==> config.mk <==
export PLATFORM = sky130hd
export DESIGN_NAME = dfw_queue
export DESIGN_NICKNAME = d
export VERILOG_FILES = /design/src/rtl/core/dfw_pkg.sv /design/src/rtl/core/dfw_queue.sv
export SDC_FILE = /design/constraint.sdc
export NUM_CORES = 1
export LEC_CHECK = 0
export ABC_AREA = 1
export BUFFER_PORTS_ARGS = -buffer_cell sky130_fd_sc_hd__buf_2
export CAP_MARGIN = 10
export CORE_UTILIZATION = 55
export CTS_CLUSTER_SIZE = 14
export DETAILED_ROUTE_END_ITERATION = 10
export PLACE_DENSITY = 0.86
export SYNTH_ARGS = -nofsm -noshare
export SYNTH_HDL_FRONTEND = slang
export SYNTH_SLANG_ARGS = --single-unit
==> constraint.sdc <==
create_clock -name clk -period 2.7 [get_ports clk]
set_input_delay 0.27 -clock clk [delete_from_list [all_inputs] [get_ports clk]]
set_output_delay 0.27 -clock clk [all_outputs]
set_load 0.05 [all_outputs]
==> src/rtl/core/dfw_pkg.sv <==
package dfw_pkg;

	localparam int CFG_INDEX_W = 2;
	localparam int CFG_DATA_W  = 16;
	localparam int WIDTH_REG_W = 12;

	// (far_depth - depth) * view_offset, then * disp_scale
	localparam int MUL1_W = 14;
	localparam int PROD_W = 31;
	localparam int DISP_W = PROD_W - 8;

	localparam int QUEUE_DEPTH = 4;

	typedef enum logic [CFG_INDEX_W-1:0] {
		REG_VIEW_OFFSET = 2'd0,
		REG_DISP_SCALE  = 2'd1,
		REG_FAR_DEPTH   = 2'd2,
		REG_IMAGE_WIDTH = 2'd3
	} dfw_reg_t;

	typedef struct packed {
		logic signed [4:0]        view_offset;
		logic [15:0]              disp_scale;
		logic [7:0]               far_depth;
		logic [WIDTH_REG_W-1:0]   image_width;
	} dfw_cfg_t;

	localparam dfw_cfg_t CFG_RESET = '{
		view_offset:     5'sd0,
		disp_scale:      16'd256,
		far_depth:       8'd255,
		image_width:     12'd2048
	};

	// per-pixel attributes handed from the front to the back
	typedef struct packed {
		logic [7:0] red;
		logic [7:0] green;
		logic [7:0] blue;
		logic [7:0] depth;
		logic       lt_max;  // depth below the far depth: wins against a hole
		logic       warp;    // pixel has nonzero depth and lands inside the row
		logic       bank;    // bank written by this row
		logic       last;
	} dfw_attr_t;

	// one row store entry
	typedef struct packed {
		logic       hole;
		logic [7:0] depth;
		logic [7:0] red;
		logic [7:0] green;
		logic [7:0] blue;
	} dfw_entry_t;

	localparam dfw_entry_t ENTRY_HOLE = '{hole: 1'b1, default: '0};

endpackage

==> src/rtl/core/dfw_queue.sv <==
module dfw_queue
	import dfw_pkg::*;
#(
	parameter int DW    = 8,
	parameter int DEPTH = 4
) (
	input  logic          clk,
	input  logic          arst_n,
	input  logic          in_valid,
	output logic          in_ready,
	input  logic [DW-1:0] in_data,
	output logic          out_valid,
	input  logic          out_ready,
	output logic [DW-1:0] out_data
);

	localparam int PW = (DEPTH > 1) ? $clog2(DEPTH) : 1;
	localparam int CNTW = $clog2(DEPTH + 1);

	logic [DW-1:0]   buf_q [DEPTH];
	logic [PW-1:0]   wr_ptr_q, rd_ptr_q;
	logic [CNTW-1:0] cnt_q;
	logic            push, pop;

	assign in_ready  = (cnt_q != CNTW'(DEPTH));
	assign out_valid = (cnt_q != '0);
	assign out_data  = buf_q[rd_ptr_q];
	assign push      = in_valid && in_ready;
	assign pop       = out_valid && out_ready;

	always_ff @(posedge clk) begin
		if (push) begin
			buf_q[wr_ptr_q] <= in_data;
		end
	end

	always_ff @(posedge clk or negedge arst_n) begin
		if (!arst_n) begin
			wr_ptr_q <= '0;
			rd_ptr_q <= '0;
			cnt_q    <= '0;
		end else begin
			if (push) begin
				wr_ptr_q <= (wr_ptr_q == PW'(DEPTH - 1)) ? '0 : wr_ptr_q + PW'(1);
			end
			if (pop) begin
				rd_ptr_q <= (rd_ptr_q == PW'(DEPTH - 1)) ? '0 : rd_ptr_q + PW'(1);
			end
			if (push && !pop) begin
				cnt_q <= cnt_q + CNTW'(1);
			end else if (pop && !push) begin
				cnt_q <= cnt_q - CNTW'(1);
			end
		end
	end

endmodule

==> reports/metrics.csv <==
stage,metric,value,unit
outcome,status,completed,
synthesis,ys_seq_area_share,64.8,%
cells_and_area,drive_gt1_share,18.5,%
critical_path,path_buf_inv,2,
cells_and_area,fin_nets,196,
power_and_ir_drop,powerDensity,1240,mW/mm2
grt,grtUsageTotal,20.0,%
cells_and_area,final_common_cell,nand2_1,
floorplan,core,0.00303,mm2
synthesis,synth_cells,152,
floorplan,die_h,58.5,um
clock_tree,cts_num_sinks,39,
sta,layout_setup_ws,0.706,ns
clock_tree,clockBufferDepth,2,
route,drt_iter0_markers,30,
cells_and_area,fillers,218,
sta,slew_headroom,44.5,%
sta,rsz0062_at_grt,false,
clock_tree,worstSkewPairLatency,0.35,ns
route,drt-pass1-iter-count,4,
power_and_ir_drop,p_total,0.00246,W
placement,place_ws,0.907,ns
critical_path,critPathMaxStageDelay,0.54,ns
clock_tree,cts-buffers-inserted,5,
critical_path,worstPathMaxFanout,11,
sta,slew_viol_final,0,
cells_and_area,final_cell_mix,"nand2_1, edfxtp_1, inv_1",
cells_and_area,area.growth.synth_to_final,12.7,%
sta,hold_viol,0,
run,maxCapViolCount,0,
clock_tree,root_buffer,clkbuf_4,
cells_and_area,final_util,65.3,%
sta,setup_viol,0,
power_and_ir_drop,peakVddDrop,0.811,mV
clock_tree,clk_pin_slew_worst_paths,0.11,ns
critical_path,cp_top_family,buffers and inverters,
placement,dpl_cell_area,0.00187,mm2
grt,antenna_found_initial,0,
placement,io_buffers,21,
critical_path,required,2.43,ns
route,post_drt_wl_per_cell,12.9,um
synthesis,synth.net_count,171,
route,drtAntennaViolNets,0,
clock_tree,htreeDepth,2,
sta,clock_skew,0.00732,ns
critical_path,crit_arrival,1.72,ns
sta,fin_crit_sh,73.8,%
critical_path,crit_path_end_kind,primary output,
sta,max_freq,502,MHz
synthesis,synth_cell_types,16,
sta,tns,0,ns
placement,place_hpwl,1.95,mm
floorplan,floorplan.initialDensity,57.9,%
critical_path,worst-setup-path-type,reg -> out,
grt,grt_first_pass_wirelength,4.75,mm
route,drc_errors,0,
synthesis,synth_area,0.00175,mm2
cells_and_area,finalInstanceArea,0.00198,mm2
critical_path,cp_cell_sequence,inv_1 -> o211ai_1 -> nand2_1 -> buf_2,
sta,worstMarginPinSlew,0.830,ns
floorplan,die_w,58.5,um
synthesis,ys_ff_latch,39,
synthesis,syn_avg_cell_area,11.5,um2
route,drt_wl_total,2.85,mm
route,num_vias,1086,
route,via_per_inst,4.89,
floorplan,die_area,0.00342,mm2
cells_and_area,num_antenna_cells,0,
critical_path,start_kind,flip-flop,
hold_path,hold_class,in -> reg,
clock_tree,post_cts_resized,0,
power_and_ir_drop,p_leak,0.868,nW
sta,period_needed,1.99,ns
grt,grt_pass1_vias,1054,
synthesis,yosysWarnings,0,
floorplan,fp-row-count,20,
critical_path,critical-path-slowest-cell,dfrtp_1,
floorplan,io_pins,22,
grt,overflow,0,
placement,gp_congestion,0.735,
grt,grt_max_degree,36,
clock_tree,cts_tree,done,
[state kept, by name, summed over array words and instances, names as in the netlist]
signal    count
cnt_q         3
buf_q        32
wr_ptr_q      2
rd_ptr_q      2
[kinds of logic after synthesis]
| logic type | share of synthesized area, % |
|---|---|
| AO/OA/AOI/OAI | 7.13 |
| flip-flops | 64.8 |
| XOR/XNOR | 0.499 |
| AND/OR/NAND/NOR | 12.6 |
| buffers and inverters | 9.63 |
| adder cells (fa/ha/maj) | 5.42 |
[path summary, 6_finish.rpt]
path / startpoint / to / slack (ns) / cells past startpoint
worst max-delay path: rd_ptr_q[1]$_DFFE_PN0P_ / out_data[0] / 0.71 / 4
worst min-delay path: in_data[1] / buf_q[2][1]$_DFFE_PP_ / 0.13 / 1
worst max register to register: cnt_q[1]$_DFFE_PN0P_ / cnt_q[2]$_DFFE_PN0P_ / 0.89 / 10
worst min register to register: cnt_q[2]$_DFFE_PN0P_ / cnt_q[2]$_DFFE_PN0P_ / 0.54 / 2
max in group asynchronous: arst_n / rd_ptr_q[0]$_DFFE_PN0P_ / 2.28 / 2
min in group asynchronous: arst_n / cnt_q[1]$_DFFE_PN0P_ / 0.26 / 2
[per-stage QoR]
step	std cells	hold WS, ns
2_1_floorplan	152	-0.0256
3_3_place_gp	213	0.113
3_5_place_dp	213	0.111
4_1_cts	222	0.116
5_1_grt	222	0.107
6_report	222	0.129
[report_power, final]
part           internal, W  leakage (nW)  switching [W]
registers         0.000808         0.378      0.0000893
clock network     0.000289        0.0525       0.000191
logic             0.000285         0.437       0.000793
total              0.00138         0.868        0.00107
[synth_stat cells]
master	instances	area share [%]
nand4_1	1	0.36
fa_1	1	1.1
inv_1	29	6.2
nand3_1	6	1.7
nand2_2	2	0.71
dfrtp_1	7	10
nor2_1	6	1.3
nand2_1	37	7.9
edfxtp_1	32	55
nand3_2	1	0.57
ha_1	6	4.3
buf_6	5	3.2
o21ai_0	1	0.29
o211ai_1	16	6.8
inv_2	1	0.21
xnor2_1	1	0.50
[metal layers]
layer | global-route usage (%) | up-vias | wire, um
met5 | 0 | - | 0
li1 | - | 552 | -
met3 | 7.47 | 9 | 112
met1 | 22.1 | 506 | 1210
met2 | 34.8 | 19 | 1470
met4 | 8.16 | 0 | 60
[repair_timing]
action                                 4_1_cts  5_1_grt
setup buffers                                0        0
hold buffers                                 1        0
endpoints found under the hold margin        7        0
[cell type report]
class / count / area (um2) / share of cell area (%)
Multi-Input combinational cell: 78 / 449 / 22.7
Inverter: 30 / 113 / 5.70
Tap cell: 44 / 55.1 / 2.78
Timing Repair Buffer: 23 / 123 / 6.20
Sequential cell: 39 / 1140 / 57.5
Clock inverter: 2 / 60.1 / 3.04
Clock buffer: 6 / 41.3 / 2.09
Power figures use the tool's default switching activity.
