### config.mk
export PLATFORM = sky130hd
export DESIGN_NAME = dfw_front
export DESIGN_NICKNAME = d
export VERILOG_FILES = /design/src/rtl/core/dfw_pkg.sv /design/src/rtl/core/dfw_front.sv
export SDC_FILE = /design/constraint.sdc
export NUM_CORES = 1
export LEC_CHECK = 0
export ABC_CLOCK_PERIOD_IN_PS = 8600
export BUFFER_PORTS_ARGS = -buffer_cell sky130_fd_sc_hd__clkbuf_2
export CORE_MARGIN = 8
export CORE_UTILIZATION = 61
export CTS_CLUSTER_DIAMETER = 30
export DETAILED_ROUTE_END_ITERATION = 12
export PLACE_DENSITY_LB_ADDON = 0.05
export SLEW_MARGIN = 20
export SYNTH_ARGS = -nofsm -noshare
export SYNTH_HDL_FRONTEND = slang
export SYNTH_SLANG_ARGS = --single-unit
### constraint.sdc
create_clock -name clk -period 8.6 [get_ports clk]
set_clock_uncertainty 0.2 [all_clocks]
set_input_delay 0.43 -clock clk [delete_from_list [all_inputs] [get_ports clk]]
set_output_delay 0.43 -clock clk [all_outputs]
set_load 0.02 [all_outputs]
### src/rtl/core/dfw_pkg.sv
package dfw_pkg;

	localparam int CFG_INDEX_W = 2;
	localparam int CFG_DATA_W  = 16;
	localparam int WIDTH_REG_W = 12;

	// (far_depth - depth) * view_offset, then * disp_scale
	localparam int MUL1_W = 14;
	localparam int PROD_W = 31;
	localparam int DISP_W = PROD_W - 8;

	localparam int QUEUE_DEPTH = 4;

	typedef enum logic [CFG_INDEX_W-1:0] {
		REG_VIEW_OFFSET = 2'd0,
		REG_DISP_SCALE  = 2'd1,
		REG_FAR_DEPTH   = 2'd2,
		REG_IMAGE_WIDTH = 2'd3
	} dfw_reg_t;

	typedef struct packed {
		logic signed [4:0]        view_offset;
		logic [15:0]              disp_scale;
		logic [7:0]               far_depth;
		logic [WIDTH_REG_W-1:0]   image_width;
	} dfw_cfg_t;

	localparam dfw_cfg_t CFG_RESET = '{
		view_offset:     5'sd0,
		disp_scale:      16'd256,
		far_depth:       8'd255,
		image_width:     12'd2048
	};

	// per-pixel attributes handed from the front to the back
	typedef struct packed {
		logic [7:0] red;
		logic [7:0] green;
		logic [7:0] blue;
		logic [7:0] depth;
		logic       lt_max;  // depth below the far depth: wins against a hole
		logic       warp;    // pixel has nonzero depth and lands inside the row
		logic       bank;    // bank written by this row
		logic       last;
	} dfw_attr_t;

	// one row store entry
	typedef struct packed {
		logic       hole;
		logic [7:0] depth;
		logic [7:0] red;
		logic [7:0] green;
		logic [7:0] blue;
	} dfw_entry_t;

	localparam dfw_entry_t ENTRY_HOLE = '{hole: 1'b1, default: '0};

endpackage

### src/rtl/core/dfw_front.sv
module dfw_front
	import dfw_pkg::*;
#(
	parameter int MAX_WIDTH = 2048
) (
	input  logic                         clk,
	input  logic                         arst_n,
	input  dfw_cfg_t                     cfg,
	input  logic                         hold,
	input  logic                         in_valid,
	output logic                         in_ready,
	input  logic [7:0]                   depth_value,
	input  logic [7:0]                   src_red,
	input  logic [7:0]                   src_green,
	input  logic [7:0]                   src_blue,
	output logic                         item_valid,
	input  logic                         item_ready,
	output dfw_attr_t                    item_attr,
	output logic [$clog2(MAX_WIDTH)-1:0] item_x,
	output logic [$clog2(MAX_WIDTH)-1:0] item_t
);

	localparam int AW   = $clog2(MAX_WIDTH);
	localparam int WW   = $clog2(MAX_WIDTH + 1);
	localparam int CMPW = (WW > WIDTH_REG_W) ? WW : WIDTH_REG_W;
	localparam int NXW  = (AW + 2 > DISP_W + 1) ? AW + 2 : DISP_W + 1;

	logic [AW-1:0]   column_q;
	logic            bank_q;

	logic [CMPW-1:0] iw;
	logic [WW-1:0]   w_use;
	logic [AW-1:0]   x_cur;
	logic            last_cur;
	logic            accept;
	logic            rdy1, rdy2, rdy3;

	logic signed [8:0]        diff;
	logic signed [MUL1_W-1:0] mul1;

	logic                     vld_s1, vld_s2, vld_s3;
	dfw_attr_t                attr_s1, attr_s2, attr_s3;
	logic [AW-1:0]            x_s1, x_s2, x_s3;
	logic signed [MUL1_W-1:0] mul1_s1;
	logic signed [PROD_W-1:0] prod_s2;
	logic signed [DISP_W-1:0] disp_s3;

	logic signed [PROD_W-1:0] bias, rnd;
	logic signed [NXW-1:0]    nx;
	logic                     in_range;

	// width in use, clamped to 1..MAX_WIDTH
	always_comb begin
		iw = CMPW'(cfg.image_width);
		if (iw == '0) begin
			w_use = WW'(1);
		end else if (iw > CMPW'(MAX_WIDTH)) begin
			w_use = WW'(MAX_WIDTH);
		end else begin
			w_use = WW'(iw);
		end
	end

	assign x_cur    = (WW'(column_q) >= w_use) ? AW'(w_use - WW'(1)) : column_q;
	assign last_cur = ((WW + 1)'(x_cur) + (WW + 1)'(1)) >= (WW + 1)'(w_use);

	assign rdy3     = !vld_s3 || item_ready;
	assign rdy2     = !vld_s2 || rdy3;
	assign rdy1     = !vld_s1 || rdy2;
	assign in_ready = rdy1 && !hold;
	assign accept   = in_valid && in_ready;

	assign diff = $signed({1'b0, cfg.far_depth}) - $signed({1'b0, depth_value});
	assign mul1 = MUL1_W'(diff) * MUL1_W'($signed(cfg.view_offset));

	always_ff @(posedge clk or negedge arst_n) begin
		if (!arst_n) begin
			column_q <= '0;
			bank_q   <= 1'b0;
			vld_s1   <= 1'b0;
			vld_s2   <= 1'b0;
			vld_s3   <= 1'b0;
		end else begin
			if (accept) begin
				column_q <= last_cur ? '0 : x_cur + AW'(1);
				if (last_cur) begin
					bank_q <= !bank_q;
				end
			end
			if (rdy1) begin
				vld_s1 <= accept;
			end
			if (rdy2) begin
				vld_s2 <= vld_s1;
			end
			if (rdy3) begin
				vld_s3 <= vld_s2;
			end
		end
	end

	always_ff @(posedge clk) begin
		if (accept) begin
			attr_s1.red    <= src_red;
			attr_s1.green  <= src_green;
			attr_s1.blue   <= src_blue;
			attr_s1.depth  <= depth_value;
			attr_s1.lt_max <= depth_value < cfg.far_depth;
			attr_s1.warp   <= depth_value != 8'd0;
			attr_s1.bank   <= bank_q;
			attr_s1.last   <= last_cur;
			x_s1           <= x_cur;
			mul1_s1        <= mul1;
		end
		if (rdy2 && vld_s1) begin
			attr_s2 <= attr_s1;
			x_s2    <= x_s1;
			prod_s2 <= PROD_W'(mul1_s1) * PROD_W'($signed({1'b0, cfg.disp_scale}));
		end
		if (rdy3 && vld_s2) begin
			attr_s3 <= attr_s2;
			x_s3    <= x_s2;
			disp_s3 <= rnd[PROD_W-1:8];
		end
	end

	// divide by 256 rounding toward zero
	assign bias = {{(PROD_W - 8){1'b0}}, {8{prod_s2[PROD_W-1]}}};
	assign rnd  = prod_s2 + bias;

	assign nx       = NXW'(signed'({1'b0, x_s3})) - NXW'(disp_s3);
	assign in_range = !nx[NXW-1] && (unsigned'(nx) < NXW'(w_use));

	always_comb begin
		item_attr      = attr_s3;
		item_attr.warp = attr_s3.warp && in_range;
	end

	assign item_valid = vld_s3;
	assign item_x     = x_s3;
	assign item_t     = item_attr.warp ? nx[AW-1:0] : '0;

endmodule

==> results_dict.tcl, run 1 <==
set metrics [dict create \
    num_rows 65 \
    io_pins 138 \
    vias 13070 \
    layout_common_cells "278 x inv_1, 209 x nand2_1, 209 x edfxtp_1" \
    cts-buffers-inserted 45 \
    dr.pass1.iters 7 \
    grt_max_degree 67 \
    min_path_type "input pin to flop" \
    syn2layout_area_growth_pct 14.37 \
    die_w_um 194.1 \
    hpwl_um 31730 \
    drt_iter0_markers 724 \
    start_util 0.6164 \
    drc 0 \
    cts_hold_repair.buffers 34 \
    yosysSeqAreaShare 0.3437 \
    root_buffer "clkbuf_16" \
    worst_slew_pin_slew_ps 903.0 \
    yosysWarnings 0 \
    syn-num-nets 2269 \
    min_period_ps 6880 \
    grt_usage 0.2179 \
    synth-edff-count 209 \
    synth_ff_type "edfxtp_1" \
    setup-violations-final 0 \
    drive_gt1_frac 0.1247 \
    start_kind "flop" \
    cts_max_level 2 \
    fillerInstances 2335 \
    max_slew_margin 0.3980 \
    grt_pass1_wl_um 67840 \
    avgSynthCellArea_um2 10.77 \
    syn_inst 1797 \
    worstPathArrival_ps 6940 \
    cts_tree "built" \
    port_buffers 137 \
    async_flop_share 0.06696 \
    max_freq_mhz 145.3 \
    final_common_cell "inv_1" \
    clkSlewWorstSetupHoldPaths_ps 40 \
    clock-sinks 224 \
    cts_resized 0 \
    ant_nets 0 \
    hold_viol 0 \
    drv_cap 0 \
    coreArea_um2 31390 \
    yosysUniqueCellTypes 68 \
    tns_ps 0 \
    synth_area_um2 19350 \
    drv_slew 0 \
    cts_buffer_depth 3 \
    die_area_um2 37680 \
    wl_per_cell_um 16.93 \
    overflow 0 \
    grt_pass1_vias 13730 \
    final.period_utilization 0.8000 \
    via_per_inst 5.501 \
    gp_congestion 0.9086 \
    crit_path_max_fanout 16 \
    die_y_um 194.1 \
    drt_wl_total_um 40200 \
    status "complete, no violations" \
    end_kind "flop" \
    post-cts-setup-buffers 0 \
    nets 2408 \
    clk_latency_ps 550 \
    critical_path_class "flop to flop" \
    grt_antenna_before_repair 0 \
    rsz0062_at_grt "false" \
    required_ps 8660 \
    synth_seq_cells 224 \
]
-- synthesized netlist by cell type, types with 8 or more instances --
library cell | n | area (um2)
and3_1 | 11 | 68.82
buf_4 | 35 | 262.8
a21oi_1 | 60 | 300.3
nand2_1 | 209 | 784.5
and2_1 | 104 | 650.6
nor2_1 | 51 | 191.4
nor2b_1 | 13 | 81.33
xor2_1 | 27 | 236.5
nand4_1 | 18 | 112.6
nand3_1 | 28 | 140.1
a21o_1 | 17 | 127.6
fa_1 | 197 | 3944
dfrtp_1 | 15 | 375.4
edfxtp_1 | 209 | 6276
a211oi_1 | 11 | 82.58
ha_1 | 197 | 2465
nand2b_1 | 30 | 187.7
inv_1 | 279 | 1047
clkbuf_1 | 47 | 176.4
xnor2_1 | 61 | 534.3
o21bai_1 | 8 | 60.06
o31ai_1 | 8 | 60.06
nor3_1 | 10 | 50.05
o21ai_0 | 44 | 220.2
-- metal layers --
layer,global-route usage,share of wire,vias to the layer above
met4,0.06025,0.017,0
met2,0.3684,0.49,342
met3,0.03384,0.051,52
li1,-,-,6214
met5,0,0,-
met1,0.2894,0.44,6458
-- path summary, 6_finish.rpt --
kind / slack, ps / end / depth (start not counted) / startpoint
worst max register to register: 1720 / prod_s2[28] / 18 / mul1_s1[13]
min in group asynchronous: 180 / vld_s1 / 2 / arst_n
max in group asynchronous: 7700 / column_q[2] / 2 / arst_n
worst max-delay path: 1720 / prod_s2[28] / 18 / mul1_s1[13]
worst min register to register: 200 / item_x[8] / 0 / x_s2[8]
worst min-delay path: 140 / mul1_s1[0] / 2 / cfg[36]
-- metrics by stage --
stage	hold slack, ps	cells	setup WS [ps]	util	instance area, um2
global route	141.4	2374	1235	0.7049	22130
floorplan	-65.59	1797	2190	-	19350
detailed placement	194.2	2257	1745	0.6410	20120
CTS	120.6	2374	1704	0.7049	22130
finish	143.7	2375	1720	0.7049	22130
global placement	181.6	2257	1916	0.6410	20120
-- state kept, by name (all words and copies together), names as in the netlist, 11 cells and up --
| register | flops |
|---|---|
| disp_s3 | 23 |
| attr_s2 | 36 |
| attr_s1 | 36 |
| column_q | 11 |
| prod_s2 | 31 |
| item_x | 11 |
| mul1_s1 | 14 |
| x_s2 | 11 |
| item_attr | 35 |
| x_s1 | 11 |
-- worst max-delay path, stage by stage (launching register included) --
cell and delay (ps):
edfxtp_1 690, nand2b_1 160, fa_1 570, inv_1 60, fa_1 500, fa_1 520, fa_1 520, fa_1 560
inv_1 60, fa_1 540, inv_1 50, ha_1 380, a21oi_1 230, a21oi_1 90, a2111oi_0 410, o211ai_1 290
a2111oi_0 430, o21ai_0 150, xor2_1 150
-- cell type report --
cell class,instances,area (um2),area share
Tap cell,402,503.0,0.02273
Timing Repair Buffer,175,1056,0.04772
Clock inverter,37,534.3,0.02414
Multi-Input combinational cell,1210,11200,0.5062
Antenna cell,1,2.502,0.0001131
Clock buffer,46,1130,0.05105
Sequential cell,224,6651,0.3006
Inverter,280,1051,0.04749
-- cell families (layout without fill, tap and decap cells) --
kind of cell,Yosys count,count (layout),synth area share
xor+xnor,88,88,0.03983
flops,224,224,0.3437
mux,11,11,0.005949
buf+inv,363,538,0.07759
fa+ha+maj,394,394,0.3312
other cells,0,1,0
compound gates,201,201,0.06634
simple gates,516,516,0.1353
Power of run 1 is not shown: default switching activity piles up to over one toggle a cycle in this logic, so the estimate is an artifact.
==> run 2: changes to the inputs <==
Settings changed: ABC_CLOCK_PERIOD_IN_PS 8600 to 5830, CORE_UTILIZATION 61 to 56.
Clock period 8.6 ns to 5.83 ns, I/O delays scaled along.
==> run 2 against run 1 <==
The flow now finishes with violations (setup timing); register-to-register slack got worse by 1900 ps; sequential share of layout area decreased by 2.1 points; routed wire length is 4.9% higher; die area is 8.2% higher; worst setup slack lost 1900 ps; fmax increased by 15%; first-iteration DRC count shrank 20%; flip-flop and latch count did not move; worst hold slack lost 77 ps; via count up 3.4%; cell count up 8.0%.
==> results_dict.tcl, run 2 (synthesis gave the netlist of run 1 again) <==
set metrics [dict create \
    status "finished with violations" \
    failed_checks "setup timing" \
    n_antenna_cell 0 \
    drv_cap 0 \
    ant_nets 0 \
    grt_usage 0.2088 \
    num_rows 68 \
    grt_pass1_wl_um 70080 \
    hold_viol 0 \
    vias 13510 \
    cts_buffer_depth 3 \
    hold_depth 3 \
    syn2layout_area_growth_pct 23.15 \
    die_area_um2 40760 \
    reg2reg_depth 17 \
    start_util 0.5643 \
    cts-buffers-inserted 48 \
    cts_tree "built" \
    layout_common_cells "265 x inv_1, 209 x edfxtp_1, 194 x nand2_1" \
    ff2ff_setup_slack_ps -140 \
    die_w_um 201.9 \
    grt_antenna_before_repair 0 \
    drv_slew 0 \
    grt_max_degree 79 \
    min_period_ps 5967 \
    finalNonFillerCells 2564 \
    cts_max_level 2 \
    holdPathEnd "prod_s2[0]" \
    hpwl_um 32270 \
    tns_ps -404.6 \
    rsz0062_at_grt "true" \
    drive_gt1_frac 0.2252 \
    dp_cells 2415 \
    required_ps 5940 \
    critical_path_class "flop to flop" \
    max_slew_margin 0.3927 \
    crit_path_max_fanout 8 \
    setup-violations-final 5 \
    die_y_um 201.9 \
    max_freq_mhz 167.6 \
    min_path_type "input pin to flop" \
    gp_congestion 0.8951 \
    clk_latency_ps 570 \
    io_pins 138 \
    clock-sinks 224 \
    timing.rr.start "mul1_s1[9]" \
    root_buffer "clkbuf_16" \
    overflow 0 \
    end_kind "flop" \
    fin_ws_ps -137.2 \
    drt_wl_total_um 42170 \
    start_kind "flop" \
    nets 2541 \
    grt_pass1_vias 14150 \
    final_common_cell "inv_1" \
    drc 0 \
    dr.pass1.iters 5 \
    worstPathArrival_ps 6080 \
    worstReg2RegEnd "prod_s2[28]" \
    worst_slew_pin_slew_ps 910.9 \
    port_buffers 137 \
    wl_per_cell_um 16.45 \
    min_from "cfg[20]" \
    post-place-ws_ps -417.5 \
    via_per_inst 5.270 \
    drt_iter0_markers 579 \
    final.period_utilization 1.024 \
    coreArea_um2 34290 \
    clkSlewWorstSetupHoldPaths_ps 50 \
]
## run 2: through the flow
step | hold slack (ps) | util | cell area [um2]
floorplan | -204.1 | - | 19570
global placement | 64.77 | 0.6157 | 21110
detailed placement | 69.20 | 0.6157 | 21110
CTS | 20.15 | 0.6879 | 23590
global route | 59.89 | 0.6950 | 23830
finish | 67.15 | 0.6950 | 23830
## run 2: layer usage
| layer | wire [um] | vias to the layer above | GRT usage | share of wire |
|---|---|---|---|---|
| li1 | - | 6484 | - | - |
| met1 | 18340 | 6681 | 0.2689 | 0.43 |
| met2 | 20980 | 286 | 0.3601 | 0.50 |
| met3 | 1932 | 61 | 0.03362 | 0.046 |
| met4 | 914 | 0 | 0.05922 | 0.022 |
| met5 | 0 | - | 0 | 0 |
## run 2: timing repair
item,4_1_cts,5_1_grt
hold endpoints to repair,52,0
setup buffers,17,6
pin swaps,61,33
hold buffers,37,0
endpoints found under the setup margin,15,28
gates resized for setup,67,51
## run 2: layout make-up
cell class / instances / area (um2)
multi-input cells: 1210 / 11750
fillers: 2543 / 10460
flip-flops and latches: 224 / 6651
repair buffers: 305 / 2151
clock buffers: 52 / 1216
inverters: 280 / 1055
well taps: 455 / 569.3
clock inverters: 38 / 439.2
## run 2: worst max path at each step
| stage | depth (start not counted) | endpoint | from |
|---|---|---|---|
| detailed placement | 20 | prod_s2[28] | mul1_s1[4] |
| global placement | 20 | prod_s2[28] | mul1_s1[4] |
| global route | 17 | prod_s2[28] | mul1_s1[9] |
| floorplan | 20 | prod_s2[29] | mul1_s1[11] |
| CTS | 17 | prod_s2[28] | mul1_s1[8] |
| finish | 17 | prod_s2[28] | mul1_s1[9] |
## run 2: critical path: stages (launching register included)
cell and delay [ps]:
edfxtp_1 550, buf_6 200, and2_1 160, fa_1 540
fa_1 450, fa_2 600, fa_1 430, fa_2 610
ha_1 240, ha_1 330, nand4_1 170, a21oi_2 70
a2111oi_4 210, o211ai_1 180, buf_4 190, a2111oi_4 290
o21ai_1 110, xor2_1 170
Power of run 2 is left out for the same reason.
==> run 3: changes to the inputs <==
Settings changed: CORE_MARGIN 8 to 4, PLACE_DENSITY set to 0.78, PLACE_DENSITY_LB_ADDON 0.05 to unset.
==> run 3 against run 2 <==
The flow still finishes with violations (setup timing); critical path depth grew 10; clock-buffer cell count shrank 1; first-iteration DRC count grew 24%; largest cell class unchanged; die area shrank 7.8%; fmax shrank 2.2%; sequential share of layout area shrank 0.26 points; critical endpoint is now prod_s2[20]; critical path type unchanged.
==> results_dict.tcl, run 3 (synthesis gave the netlist of run 1 again) <==
set metrics [dict create \
    drt_wl_total_um 45160 \
    die_y_um 193.9 \
    cts_tree "built" \
    gp_congestion 0.9232 \
    timing.rr.start "mul1_s1[4]" \
    final_area_um2 24060 \
    final.period_utilization 1.047 \
    syn2layout_area_growth_pct 24.33 \
    die_area_um2 37590 \
    final_common_cell "inv_1" \
    nets 2560 \
    grt_pass1_vias 14940 \
    layout_common_cells "259 x inv_1, 209 x edfxtp_1, 186 x nand2_1, 186 x fa_1, 182 x ha_1" \
    via_per_inst 5.474 \
    end_kind "flop" \
    num_rows 67 \
    cp_slowest_stage_delay_ps 540 \
    dp_cells 2400 \
    vias 14100 \
    start_kind "flop" \
    max_slew_margin 0.3281 \
    clkSlewWorstSetupHoldPaths_ps 50 \
    worstPathArrival_ps 6180 \
    worst_slew_pin_slew_ps 1008 \
    post-place-ws_ps -390.9 \
    failed_checks "setup timing" \
    setup-violations-final 16 \
    grt_usage 0.2328 \
    dr.pass1.iters 7 \
    root_buffer "clkbuf_16" \
    worstReg2RegEnd "prod_s2[20]" \
    n_antenna_cell 0 \
    die_w_um 193.9 \
    critPathSlowestCell "fa_2" \
    grt_max_degree 79 \
    crit_path_max_fanout 4 \
    cp_common_cell "buf_6" \
    coreArea_um2 33780 \
    fin_ws_ps -273.6 \
    cts-buffers-inserted 47 \
    place_area_um2 21030 \
    hpwl_um 32640 \
    fillerInstances 2274 \
    grt_pass1_wl_um 72830 \
    status "finished with violations" \
    finalNonFillerCells 2575 \
    drv_cap 0 \
    clk_latency_ps 560 \
    clock-sinks 224 \
    multi_input_area_um2 11820 \
    drive_gt1_frac 0.2421 \
    holdPathEnd "prod_s2[0]" \
    wl_per_cell_um 17.54 \
    overflow 0 \
    register_area_um2 6651 \
    min_period_ps 6104 \
    start_util 0.5728 \
    rsz0062_at_grt "true" \
    drt_iter0_markers 717 \
    hold_viol 0 \
    hold_depth 3 \
    required_ps 5910 \
    reg2reg_depth 27 \
    max_freq_mhz 163.8 \
    critical_path_class "flop to flop" \
    setup.worst_path.start "mul1_s1[4]" \
    min_from "cfg[20]" \
    io_pins 138 \
    cts_buffer_depth 3 \
    min_path_type "input pin to flop" \
    ff2ff_setup_slack_ps -270 \
    drv_slew 0 \
    drc 0 \
    cts_max_level 2 \
    grt_antenna_before_repair 0 \
    port_buffers 137 \
    ant_nets 0 \
]
-- run 3: critical path: cells and delay by family, from the launching register on --
family                     cells  cell delay, ps
xor gates and xnor gates       1             140
adders and majority gates      7            3170
DFF                            1             430
and+or+nand+nor                4             300
AOI/OAI and AO/OA              4             650
buffers and inverters         11             930
-- run 3: through the flow --
step / hold slack, ps / util / setup TNS (ps)
5_1_grt: 109.0 / 0.7121 / -5165
3_3_place_gp: 35.82 / 0.6225 / -1063
2_1_floorplan: -204.1 / - / 0
3_5_place_dp: 39.96 / 0.6225 / -2481
6_report: 88.33 / 0.7121 / -2244
4_1_cts: 49.98 / 0.7013 / -649.4
-- run 3: worst max path at each step --
stage | end | cells past startpoint
2_1_floorplan | prod_s2[29] | 20
3_3_place_gp | prod_s2[29] | 20
3_5_place_dp | prod_s2[24] | 20
4_1_cts | prod_s2[28] | 20
5_1_grt | prod_s2[30] | 18
6_report | prod_s2[20] | 27
-- run 3: area by class of cell --
cell class | count | area share
Clock inverter | 37 | 0.01940
Multi-Input combinational cell | 1210 | 0.4911
Clock buffer | 51 | 0.04951
Inverter | 280 | 0.04369
Tap cell | 448 | 0.02330
Sequential cell | 224 | 0.2765
Timing Repair Buffer | 325 | 0.09648
-- run 3: what timing repair did --
action,4_1_cts,5_1_grt
pin swaps,80,78
buffers inserted,34,17
gates resized for setup,94,66
hold endpoints to repair,52,0
hold buffers,36,0
endpoints found under the setup margin,19,33
-- run 3: per-layer routing --
metal | part of all wire | wire length, um | GRT usage
met5 | 0 | 0 | 0
met4 | 0.025 | 1150 | 0.06510
met3 | 0.051 | 2319 | 0.03145
met2 | 0.52 | 23490 | 0.4200
met1 | 0.40 | 18200 | 0.2959
Power of run 3 is left out for the same reason.
